File: config.mk
export PLATFORM = sky130hd
export DESIGN_NAME = nonoverlap_pattern_search_top
export DESIGN_NICKNAME = d
export VERILOG_FILES = /design/src/nps_pkg.sv /design/src/nps_front.sv /design/src/nps_queue.sv /design/src/nps_back.sv /design/src/nonoverlap_pattern_search_top.sv
export VERILOG_INCLUDE_DIRS = /design/src /design/src/src
export SDC_FILE = /design/constraint.sdc
export NUM_CORES = 1
export LEC_CHECK = 0
export ABC_CLOCK_PERIOD_IN_PS = 12320
export BUFFER_PORTS_ARGS = -buffer_cell sky130_fd_sc_hd__buf_4
export CAP_MARGIN = 15
export CORE_MARGIN = 2
export CORE_UTILIZATION = 66
export DETAILED_ROUTE_END_ITERATION = 10
export PLACE_DENSITY = 0.83
export SYNTH_ARGS = -nofsm -noshare
export SYNTH_HDL_FRONTEND = slang
export SYNTH_SLANG_ARGS = --single-unit
export TNS_END_PERCENT = 50
File: constraint.sdc
create_clock -name clk -period 12.32 [get_ports clk]
set_input_delay 2.464 -clock clk [delete_from_list [all_inputs] [get_ports clk]]
set_output_delay 2.464 -clock clk [all_outputs]
set_load 0.005 [all_outputs]
File: src/nonoverlap_pattern_search_top_macros.svh
// assertion macros for the non-overlapping pattern search block
// used by the top level only; expects clk and rst_n in scope
`ifndef NONOVERLAP_PATTERN_SEARCH_TOP_MACROS_SVH
`define NONOVERLAP_PATTERN_SEARCH_TOP_MACROS_SVH

// implication in the same cycle
`define NPS_ASSERT_NOW(label, ante, cons, msg) \
    label: assert property (@(posedge clk) disable iff (!rst_n) (ante) |-> (cons)) \
        else $error(msg);

// implication in the next cycle
`define NPS_ASSERT_NEXT(label, ante, cons, msg) \
    label: assert property (@(posedge clk) disable iff (!rst_n) (ante) |=> (cons)) \
        else $error(msg);

`endif

File: src/nps_pkg.sv
// shared types, constants and helpers for the pattern search block
// no dependencies
package nps_pkg;

    localparam int MAX_PATTERN_BYTES = 8;
    localparam int MAX_TEXT_LENGTH   = 65536;
    localparam int POS_W             = 16;
    localparam int LEN_W             = 4;
    localparam int BYTE_W            = 8;
    localparam int PATTERN_W         = MAX_PATTERN_BYTES * BYTE_W;
    localparam int IDX_W             = $clog2(MAX_PATTERN_BYTES) > 0 ? $clog2(MAX_PATTERN_BYTES) : 1;
    localparam int CFG_INDEX_W       = 1;
    localparam int CFG_DATA_W        = 64;
    localparam int QUEUE_DEPTH       = 2;
    localparam int TOP_LIMIT         = MAX_TEXT_LENGTH > 65536 ? 65536 : MAX_TEXT_LENGTH;

    localparam logic [POS_W-1:0] TOP_POSITION = POS_W'(TOP_LIMIT - 1);

    localparam logic [CFG_INDEX_W-1:0] REG_PATTERN_BYTES  = 1'b0;
    localparam logic [CFG_INDEX_W-1:0] REG_PATTERN_LENGTH = 1'b1;

    // candidate match as seen by the window, before the overlap check
    typedef struct packed {
        logic             cand;
        logic [POS_W-1:0] start;
        logic [POS_W-1:0] end_pos;
        logic             last;
    } nps_entry_t;

    function automatic logic [LEN_W-1:0] eff_len(input logic [LEN_W-1:0] len);
        logic [LEN_W-1:0] r;
        r = len;
        if (len == '0)
            r = LEN_W'(1);
        else if (len > LEN_W'(MAX_PATTERN_BYTES))
            r = LEN_W'(MAX_PATTERN_BYTES);
        return r;
    endfunction

endpackage

File: src/nps_front.sv
// front end: takes text items, keeps the byte window and position, flags candidates
// depends on nps_pkg
module nps_front
    import nps_pkg::*;
(
    input  logic                  clk,
    input  logic                  rst_n,
    input  logic                  push,
    input  logic [BYTE_W-1:0]     text_byte,
    input  logic                  text_end,
    input  logic [PATTERN_W-1:0]  pattern,
    input  logic [LEN_W-1:0]      len,
    output nps_entry_t            entry
);

    logic [BYTE_W-1:0] win_reg [MAX_PATTERN_BYTES];
    logic [BYTE_W-1:0] win_next [MAX_PATTERN_BYTES];
    logic [LEN_W-1:0]  fill_reg, fill_next;
    logic [POS_W-1:0]  pos_reg, pos_next;
    logic              window_ok;

    always_comb
    begin
        logic [IDX_W-1:0]  pidx;
        logic [BYTE_W-1:0] pb;
        win_next[0] = text_byte;
        for (int i = 1; i < MAX_PATTERN_BYTES; i++)
        begin
            win_next[i] = win_reg[i-1];
        end
        fill_next = (fill_reg < LEN_W'(MAX_PATTERN_BYTES)) ? fill_reg + LEN_W'(1) : fill_reg;
        pos_next  = (pos_reg < TOP_POSITION) ? pos_reg + POS_W'(1) : pos_reg;

        window_ok = 1'b1;
        for (int i = 0; i < MAX_PATTERN_BYTES; i++)
        begin
            pidx = IDX_W'(len - LEN_W'(1) - LEN_W'(i));
            pb   = pattern[pidx*BYTE_W +: BYTE_W];
            if ((LEN_W'(i) < len) && (win_next[i] != pb))
                window_ok = 1'b0;
        end

        entry.cand    = (pos_reg < TOP_POSITION) && (fill_next >= len) && window_ok;
        entry.start   = pos_reg + POS_W'(1) - POS_W'(len);
        entry.end_pos = pos_reg + POS_W'(1);
        entry.last    = text_end;
    end

    always_ff @(posedge clk)
    begin
        if (push)
        begin
            for (int i = 0; i < MAX_PATTERN_BYTES; i++)
            begin
                win_reg[i] <= win_next[i];
            end
        end
    end

    always_ff @(posedge clk or negedge rst_n)
    begin
        if (!rst_n)
        begin
            fill_reg <= '0;
            pos_reg  <= '0;
        end
        else if (push)
        begin
            if (text_end)
            begin
                fill_reg <= '0;
                pos_reg  <= '0;
            end
            else
            begin
                fill_reg <= fill_next;
                pos_reg  <= pos_next;
            end
        end
    end

endmodule

File: src/nps_queue.sv
// short queue between the front and back ends
// depends on nps_pkg
module nps_queue
    import nps_pkg::*;
(
    input  logic       clk,
    input  logic       rst_n,
    input  logic       push,
    input  nps_entry_t wr_entry,
    output logic       full,
    input  logic       pop,
    output logic       rd_valid,
    output nps_entry_t rd_entry
);

    localparam int PTR_W = $clog2(QUEUE_DEPTH) > 0 ? $clog2(QUEUE_DEPTH) : 1;
    localparam int CNT_W = $clog2(QUEUE_DEPTH + 1);

    nps_entry_t        mem [QUEUE_DEPTH];
    logic [PTR_W-1:0]  wr_ptr_reg, rd_ptr_reg;
    logic [CNT_W-1:0]  count_reg, count_next;

    assign full     = (count_reg == CNT_W'(QUEUE_DEPTH));
    assign rd_valid = (count_reg != '0);
    assign rd_entry = mem[rd_ptr_reg];

    always_comb
    begin
        count_next = count_reg;
        if (push && !pop)
            count_next = count_reg + CNT_W'(1);
        else if (pop && !push)
            count_next = count_reg - CNT_W'(1);
    end

    always_ff @(posedge clk)
    begin
        if (push)
            mem[wr_ptr_reg] <= wr_entry;
    end

    always_ff @(posedge clk or negedge rst_n)
    begin
        if (!rst_n)
        begin
            wr_ptr_reg <= '0;
            rd_ptr_reg <= '0;
            count_reg  <= '0;
        end
        else
        begin
            if (push)
                wr_ptr_reg <= (wr_ptr_reg == PTR_W'(QUEUE_DEPTH - 1)) ? '0 : wr_ptr_reg + PTR_W'(1);
            if (pop)
                rd_ptr_reg <= (rd_ptr_reg == PTR_W'(QUEUE_DEPTH - 1)) ? '0 : rd_ptr_reg + PTR_W'(1);
            count_reg <= count_next;
        end
    end

endmodule

File: src/nps_back.sv
// back end: overlap check, found state and the output register
// depends on nps_pkg
module nps_back
    import nps_pkg::*;
(
    input  logic             clk,
    input  logic             rst_n,
    input  logic             rd_valid,
    input  nps_entry_t       rd_entry,
    output logic             pop,
    output logic             out_valid,
    input  logic             out_stall,
    output logic             match_here,
    output logic [POS_W-1:0] match_start,
    output logic             found_any,
    output logic [POS_W-1:0] last_start,
    output logic             end_echo
);

    logic             out_valid_reg;
    logic [POS_W-1:0] eas_reg;
    logic             any_reg;
    logic [POS_W-1:0] last_reg;
    logic             hit;

    logic             match_here_reg;
    logic [POS_W-1:0] match_start_reg;
    logic             found_any_reg;
    logic [POS_W-1:0] last_start_reg;
    logic             end_echo_reg;

    assign pop = rd_valid && (!out_valid_reg || !out_stall);
    assign hit = rd_entry.cand && (rd_entry.start >= eas_reg);

    assign out_valid   = out_valid_reg;
    assign match_here  = match_here_reg;
    assign match_start = match_start_reg;
    assign found_any   = found_any_reg;
    assign last_start  = last_start_reg;
    assign end_echo    = end_echo_reg;

    always_ff @(posedge clk)
    begin
        if (pop)
        begin
            match_here_reg  <= hit;
            match_start_reg <= hit ? rd_entry.start : '0;
            found_any_reg   <= any_reg | hit;
            last_start_reg  <= hit ? rd_entry.start : last_reg;
            end_echo_reg    <= rd_entry.last;
        end
    end

    always_ff @(posedge clk or negedge rst_n)
    begin
        if (!rst_n)
        begin
            out_valid_reg <= 1'b0;
            eas_reg       <= '0;
            any_reg       <= 1'b0;
            last_reg      <= '0;
        end
        else
        begin
            if (pop)
                out_valid_reg <= 1'b1;
            else if (!out_stall)
                out_valid_reg <= 1'b0;

            if (pop)
            begin
                if (rd_entry.last)
                begin
                    eas_reg  <= '0;
                    any_reg  <= 1'b0;
                    last_reg <= '0;
                end
                else if (hit)
                begin
                    eas_reg  <= rd_entry.end_pos;
                    any_reg  <= 1'b1;
                    last_reg <= rd_entry.start;
                end
            end
        end
    end

endmodule

File: src/nonoverlap_pattern_search_top.sv
// top level of the streaming non-overlapping pattern search
// depends on nps_pkg, nps_front, nps_queue, nps_back and the macros header
//
// usage:
//   write pattern_bytes (index 0, first character in the low byte) and
//   pattern_length (index 1, 1 to 8) on the cfg port while the block is idle
//   text items enter on in_valid / in_stall: text_byte plus text_end on the
//   final byte of a text; each item gives exactly one result item on
//   out_valid / out_stall
//   a result flags a match ending at that byte, its start, whether any match
//   was seen in this text, and the start of the last one
//   an accepted item passes the queue and then the output register; throughput
//   is one item per cycle when not stalled, set by the combinational window compare
//   in the front end; a two-entry queue sits between the front and back ends, so a stall on
//   the result side holds results in the output register and the queue;
//   in_stall rises only when the queue is full
//   reset clears all per-text state, sets pattern_length to 1 and
//   pattern_bytes to 0; per-text state also clears after the text_end item
`include "nonoverlap_pattern_search_top_macros.svh"

module nonoverlap_pattern_search_top
    import nps_pkg::*;
(
    input  logic                   clk,
    input  logic                   rst_n,
    input  logic                   cfg_we,
    input  logic [CFG_INDEX_W-1:0] cfg_index,
    input  logic [CFG_DATA_W-1:0]  cfg_data,
    input  logic                   in_valid,
    output logic                   in_stall,
    input  logic [BYTE_W-1:0]      text_byte,
    input  logic                   text_end,
    output logic                   out_valid,
    input  logic                   out_stall,
    output logic                   match_here,
    output logic [POS_W-1:0]       match_start,
    output logic                   found_any,
    output logic [POS_W-1:0]       last_start,
    output logic                   end_echo
);

    logic [PATTERN_W-1:0] pattern_bytes_reg;
    logic [LEN_W-1:0]     pattern_length_reg;
    logic [LEN_W-1:0]     len;
    logic                 push;
    logic                 q_full;
    logic                 q_valid;
    logic                 q_pop;
    nps_entry_t           wr_entry;
    nps_entry_t           rd_entry;

    assign len      = eff_len(pattern_length_reg);
    assign in_stall = q_full;
    assign push     = in_valid && !q_full;

    always_ff @(posedge clk or negedge rst_n)
    begin
        if (!rst_n)
        begin
            pattern_bytes_reg  <= '0;
            pattern_length_reg <= LEN_W'(1);
        end
        else if (cfg_we)
        begin
            unique case (cfg_index)
                REG_PATTERN_BYTES:  pattern_bytes_reg  <= PATTERN_W'(cfg_data);
                REG_PATTERN_LENGTH: pattern_length_reg <= cfg_data[LEN_W-1:0];
                default: ;
            endcase
        end
    end

    nps_front u_front
    (
        .clk       (clk),
        .rst_n     (rst_n),
        .push      (push),
        .text_byte (text_byte),
        .text_end  (text_end),
        .pattern   (pattern_bytes_reg),
        .len       (len),
        .entry     (wr_entry)
    );

    nps_queue u_queue
    (
        .clk      (clk),
        .rst_n    (rst_n),
        .push     (push),
        .wr_entry (wr_entry),
        .full     (q_full),
        .pop      (q_pop),
        .rd_valid (q_valid),
        .rd_entry (rd_entry)
    );

    nps_back u_back
    (
        .clk         (clk),
        .rst_n       (rst_n),
        .rd_valid    (q_valid),
        .rd_entry    (rd_entry),
        .pop         (q_pop),
        .out_valid   (out_valid),
        .out_stall   (out_stall),
        .match_here  (match_here),
        .match_start (match_start),
        .found_any   (found_any),
        .last_start  (last_start),
        .end_echo    (end_echo)
    );

    `NPS_ASSERT_NOW(a_match_sets_found, out_valid && match_here, found_any, "match without found_any")
    `NPS_ASSERT_NOW(a_match_is_last, out_valid && match_here, last_start == match_start, "last_start differs from match_start")
    `NPS_ASSERT_NOW(a_no_match_zero, out_valid && !match_here, match_start == '0, "match_start not zero without match")
    `NPS_ASSERT_NEXT(a_pop_fills_out, q_pop, out_valid, "popped item did not reach the output register")

endmodule
[Yosys cells after proc, flatten, opt, wreduce, memory -nomap -nowiden]
Memory sizes are Yosys's and may differ from the RTL's.
Cells that the tools add are included.
W data, S select, Z words.
Operators by class
  bitwise logic cells: 2
  order comparisons: 13
  add/subtract/negate cells: 15
  shift operators: 8
  muxes and demuxes: 28
  equality and inequality tests: 10
  reduce and logical (&&, ||, !) cells: 30
Operators by type and width (count)
  $shiftx A64 B7 Y8: 8
  $mux W16: 6
  $ne A8 B8 Y1: 8
  $add A16 B1 Y16 const B: 1
  $ge A16 B16 Y1: 1
  $lt A16 B16 Y1 const B: 1
  $lt A3 B4 Y1 const A: 4
  $mux W1: 16
  $mux W4: 4
  $sub A16 B4 Y16: 1
  $logic_and A1 B1 Y1: 15
  $sub A3 B3 Y3 const B: 4
  $lt A1 B4 Y1 const A: 2
  $lt A2 B4 Y1 const A: 2
  $reduce_and A2 Y1: 4
  $reduce_bool A2 Y1: 4
  $sub A3 B1 Y3 const B: 2
  $sub A3 B2 Y3 const B: 2
  $logic_not A1 Y1: 5
  $add A4 B1 Y4 const B: 1
  $ge A4 B4 Y1: 1
  $gt A4 B4 Y1 const B: 1
  $logic_not A4 Y1: 1
  $lt A4 B4 Y1 const B: 1
  9 further kinds: 11
Word-level totals
  memories: 2
  output and inout bits: 37
  memory bits (writable): 132
  register bits after elaboration: 161
Memories
  u_queue.mem: depth 2, width 34, read ports 1, clocked after Yosys merged registers in 0, wr ports 1, RTL line nps_queue.sv:19  | nps_entry_t mem [QUEUE_DEPTH];
  u_front.win_reg: depth 8, width 8, read ports 7, clocked after Yosys merged registers in 0, wr ports 8, RTL line nps_front.sv:16  | logic [BYTE_W-1:0] win_reg [MAX_PATTERN_BYTES];

[Depth between registers and ports, before layout]
  depth in word-level cells: 16
  gate-level depth with buffers: 21
  depth with buffers taken out: 14

[Cells and area by module]
Synthesis repeated with hierarchy kept, for this count alone.
Unflattened totals
  cells, all modules: 1068
  area total of the unflattened synthesis: 15721.3 µm²
Modules (own cells, without submodules)
  nps_front: cells each 538, area each 6721.4 µm², sequential area each 2182.1 µm², times used 1
  nps_back: cells each 257, area each 3318.2 µm², sequential area each 1901.8 µm², times used 1
  nonoverlap_pattern_search_top: cells each 151, area each 2887.8 µm², sequential area each 1702.9 µm², times used 1
  nps_queue: cells each 122, area each 2793.9 µm², sequential area each 2142.1 µm², times used 1

[Least setup slack after synthesis]
No wires, ideal clock.
  path kind: input port to flip-flop
  from: in in_valid
  to: reg u_front.pos_reg[1]
  stages: 5
  data arrival time: 4.809 ns
  slack: 7.389 ns
  data required time: 12.198 ns
  cells stage by stage: nand2_1 -> inv_1 -> o21ai_0 -> clkbuf_1 -> a32o_1
On the way
  cells in the longest elaborated chain, start to end: 2
Ends and longest elaborated chain
  start: declaration: RTL line nonoverlap_pattern_search_top.sv:29  | input logic in_valid,
  $logic_and A1 B1 Y1: RTL line nonoverlap_pattern_search_top.sv:54  | assign push = in_valid && !q_full;
  net push: RTL line nonoverlap_pattern_search_top.sv:45  | logic push;
  $reduce_and A2 Y1 (no line)
  end signal: assignment: RTL line nps_front.sv:77  | pos_reg <= pos_next;
  end: declaration: RTL line nps_front.sv:19  | logic [POS_W-1:0] pos_reg, pos_next;
The timed path passes the listed nets, and every way through them passes these cells.
A chain may end at the register's enable or synchronous reset.

==> metrics.csv <==
stage;metric;value;unit
global_route;M2 GR Usage;53.45;%
placed_design;RD Place Congestion;1.004;
clocking;CTS max path bufs;3;
routing;TritonRoute pass-1 iters;5;
critical_path;Critical Path RT;12.69;ns
die;num ports;116;
synthesis;Mean Syn Cell Area;12.14;sq um
synthesis;Synth Cell Area;15440;sq um
global_route;grt met1 use;40.09;%
synthesis;Syn Inst Count;1271;
clocking;post-cts gate resize count;0;
clocking;clk root buf;clkbuf_16;
routing;wirelength, routed;37.58;mm
min_path;worst min path class;flip-flop to flip-flop;
power;Leak;7.101;nW
global_route;GR Layer Usage met3;5.176;%
clocking;clock slew at reported path FFs;0.07;ns
power;VDD IR max;0.1410;mV
timing;endpoints failing setup;0;
power;Clock Power Share;22.8;%
clocking;CTS Buf Count;28;
timing;RSZ-0062 raised after global routing;false;
timing;Slew HR;26.87;%
power;cell-internal power;0.002579;W
die;Die Span Y;156.9;um
global_route;vias in the first global route;10983;
critical_path;arrival time worst endpoint;6.65;ns
critical_path;type of element capturing the critical path;flip-flop;
global_route;first-pass GRT wire length;59.43;mm
global_route;GRT Overall Usage;31.15;%
synthesis;Ys Warns;0;
die;FP Rows;55;
placed_design;DPL Wire Length;26.57;mm
finish;Area growth, synth to finish;13.74;%
critical_path;element type at the critical path start;flip-flop;
timing;final setup skew;0.005644;ns
die;die area;24630;sq um
timing;Period minus WS final;6.280;ns
critical_path;Worst Path Max Fanout;41;
finish;# fillers;1463;
die;DIE WIDTH;156.9;um
routing;wire per inst;22.10;um
routing;via count;10995;
die;Core Footprint;22780;sq um
placed_design;IO buf count;115;
routing;drt initial violations;947;
global_route;largest net degree at the start of global routing;70;
synthesis;prevailing post-synth register cell;edfxtp_1;
timing;fmax;159.2;MHz
clocking;worst skew pair latency;0.55;ns
timing;Slew @ Worst Pin;1.097;ns
routing;via/cell ratio;6.468;
global_route;aggregate global routing overflow;0;
routing;Remaining DRCs;0;
timing;Tcrit/Tclk final;50.97;%
synthesis;syn nets;1380;
routing;Antenna Nets Post-Route;0;
run_status;run status;completed;
timing;Hold Vio Cnt, Final;0;
clocking;Sink Count;285;
finish;Ant. Diodes;0;
timing;TNS Setup;0;ns
global_route;initial antenna violation count;0;
placed_design;Place WS;6.091;ns
clocking;cts hold-fix bufs;0;
power;Net Sw Power;0.001432;W
finish;share of layout cells above drive strength 1;23.07;%
synthesis;sequential-to-total area share from yosys stat;51.37;%
synthesis;Yosys cell types;70;
synthesis;Post-synth EDFFs;159;
synthesis;ys async rst share;44.21;%
die;Initial Util;67.77;%
timing;fin. max-slew vios;0;
clocking;CTS HTree Levels;1;
power;pwr/cell area;228.5;nW/um^2
job;total of max-cap violations;0;
finish;final net count;1474;
power;Overall Power;0.004011;W
clocking;TritonCTS clock tree;yes;
timing;Final Worst Setup Slack;6.040;ns
power;sequential fraction of design power;38.4;%
finish;max FFs per register;68;
synthesis;flops & latches, synth;285;
critical_path;crit path kind;flip-flop to flip-flop;
power;Sw Share;35.70;%
global_route;busiest grt layer;met2;
power;Combinational Power Share;38.8;%
clocking;# Post-CTS Setup Buffers;0;
-- cells by family after synthesis --
family | after synthesis | synth area share [%]
flip-flops | 285 | 51.37
buffers and inverters | 134 | 3.575
multiplexers | 205 | 15.73
XOR/XNOR | 109 | 6.355
AO/OA/AOI/OAI | 242 | 11.77
AND/OR/NAND/NOR | 266 | 8.722
adder cells (fa/ha/maj) | 30 | 2.480
-- critical path, cell delays in order (launching register included) --
cell	delay (ns)
dfrtp_1	0.67
o21ba_2	0.28
nor2_4	0.03
buf_4	0.33
inv_2	0.69
ha_1	0.91
inv_1	0.34
xnor2_4	0.22
buf_4	0.46
mux2i_1	0.32
mux2i_1	0.21
o31ai_1	0.10
o32a_1	0.31
or4_4	0.55
a2111oi_2	0.36
a31oi_1	0.12
nor2_1	0.19
-- power groups by stage --
| stage | sequential (W) | clock [W] | combinational, W |
|---|---|---|---|
| global route | 0.00157 | 0.000957 | 0.00170 |
| floorplan | 0.00149 | 0 | 0.00110 |
| global placement | 0.00154 | 0 | 0.00148 |
| CTS | 0.00154 | 0.000923 | 0.00155 |
| detailed placement | 0.00155 | 0 | 0.00153 |
| finish | 0.00154 | 0.000913 | 0.00156 |
-- cells in the mapped netlist (14+ instances only) --
master | number | area, sq um
mux2_2 | 91 | 1025
clkbuf_1 | 47 | 176.4
nand2b_1 | 20 | 125.1
nor3_1 | 18 | 90.09
o21ai_0 | 32 | 160.2
a21oi_1 | 31 | 155.2
xnor2_1 | 51 | 446.7
o2bb2ai_1 | 35 | 306.5
dfrtp_1 | 125 | 3128
mux4_2 | 21 | 473.0
edfxtp_1 | 159 | 4775
nand2_1 | 56 | 210.2
xor2_1 | 56 | 490.5
nor2b_1 | 31 | 193.9
a32o_1 | 14 | 140.1
nand3_1 | 15 | 75.07
mux2i_1 | 93 | 930.9
o22ai_1 | 14 | 87.58
a221oi_1 | 25 | 219.0
nor2_1 | 65 | 244.0
inv_1 | 59 | 221.5
ha_1 | 29 | 362.9
-- cells in the final DEF (no fill, tap or decap), types with 9 or more instances in the layout --
cell type	Yosys	routed
ha_1	29	29
a22oi_1	11	11
a21oi_1	31	30
mux2i_1	93	93
a22o_1	9	9
o22ai_1	14	14
dfrtp_1	125	124
a221oi_1	25	25
nor2b_1	31	30
xor2_1	56	56
nand2b_1	20	20
nor3_1	18	18
mux2_2	91	91
buf_4	3	136
a32o_1	14	14
a21o_1	10	10
o21ai_0	32	31
nor4_1	13	13
and2_1	9	9
inv_1	59	58
nand4_1	13	13
nand3_1	15	15
a32oi_1	13	13
nand2_1	56	56
xnor2_1	51	51
clkbuf_16	0	29
nor2_1	65	64
mux4_2	21	21
o2bb2ai_1	35	35
and3_1	9	9
edfxtp_1	159	159
-- final timing paths --
path | startpoint | to | slack (ns) | depth (start not counted)
min in group asynchronous | rst_n | u_back.any_reg | 2.00 | 1
worst max register to register | pattern_length_reg[1] | u_queue.mem[1][33] | 6.04 | 16
worst min register to register | u_front.win_reg[0][5] | u_front.win_reg[0][13] | 0.47 | 0
worst max-delay path | pattern_length_reg[1] | u_queue.mem[1][33] | 6.04 | 16
max in group asynchronous | rst_n | pattern_bytes_reg[8] | 8.91 | 2
worst min-delay path | u_front.win_reg[0][5] | u_front.win_reg[0][13] | 0.47 | 0
-- layout make-up --
cell class                      instances  area [sq um]  share of cell area [%]
Clock buffer                           35         788.3                   4.490
Clock inverter                         17         200.2                   1.140
Tap cell                              313         391.6                   2.231
Timing Repair Buffer                  136          1021                   5.815
Multi-Input combinational cell        852          6993                   39.83
Inverter                               62         232.7                   1.326
Sequential cell                       285          7930                   45.17
-- routing by layer --
layer	wire, um	vias up
li1	-	4973
met4	1371	0
met3	2883	108
met1	14830	5364
met2	18490	550
met5	0	-
-- metrics by stage --
stage / util [%] / hold slack (ns) / cells / cell area (sq um)
final: 77.08 / 0.4737 / 1700 / 17560
after global routing: 77.08 / 0.4796 / 1700 / 17560
after CTS: 77.08 / 0.4712 / 1700 / 17560
after detailed placement: 72.74 / 0.4591 / 1648 / 16570
after global placement: 72.74 / 0.4506 / 1648 / 16570
after floorplan: - / 0.4244 / 1271 / 15440
(Power assumes the default switching activity.)
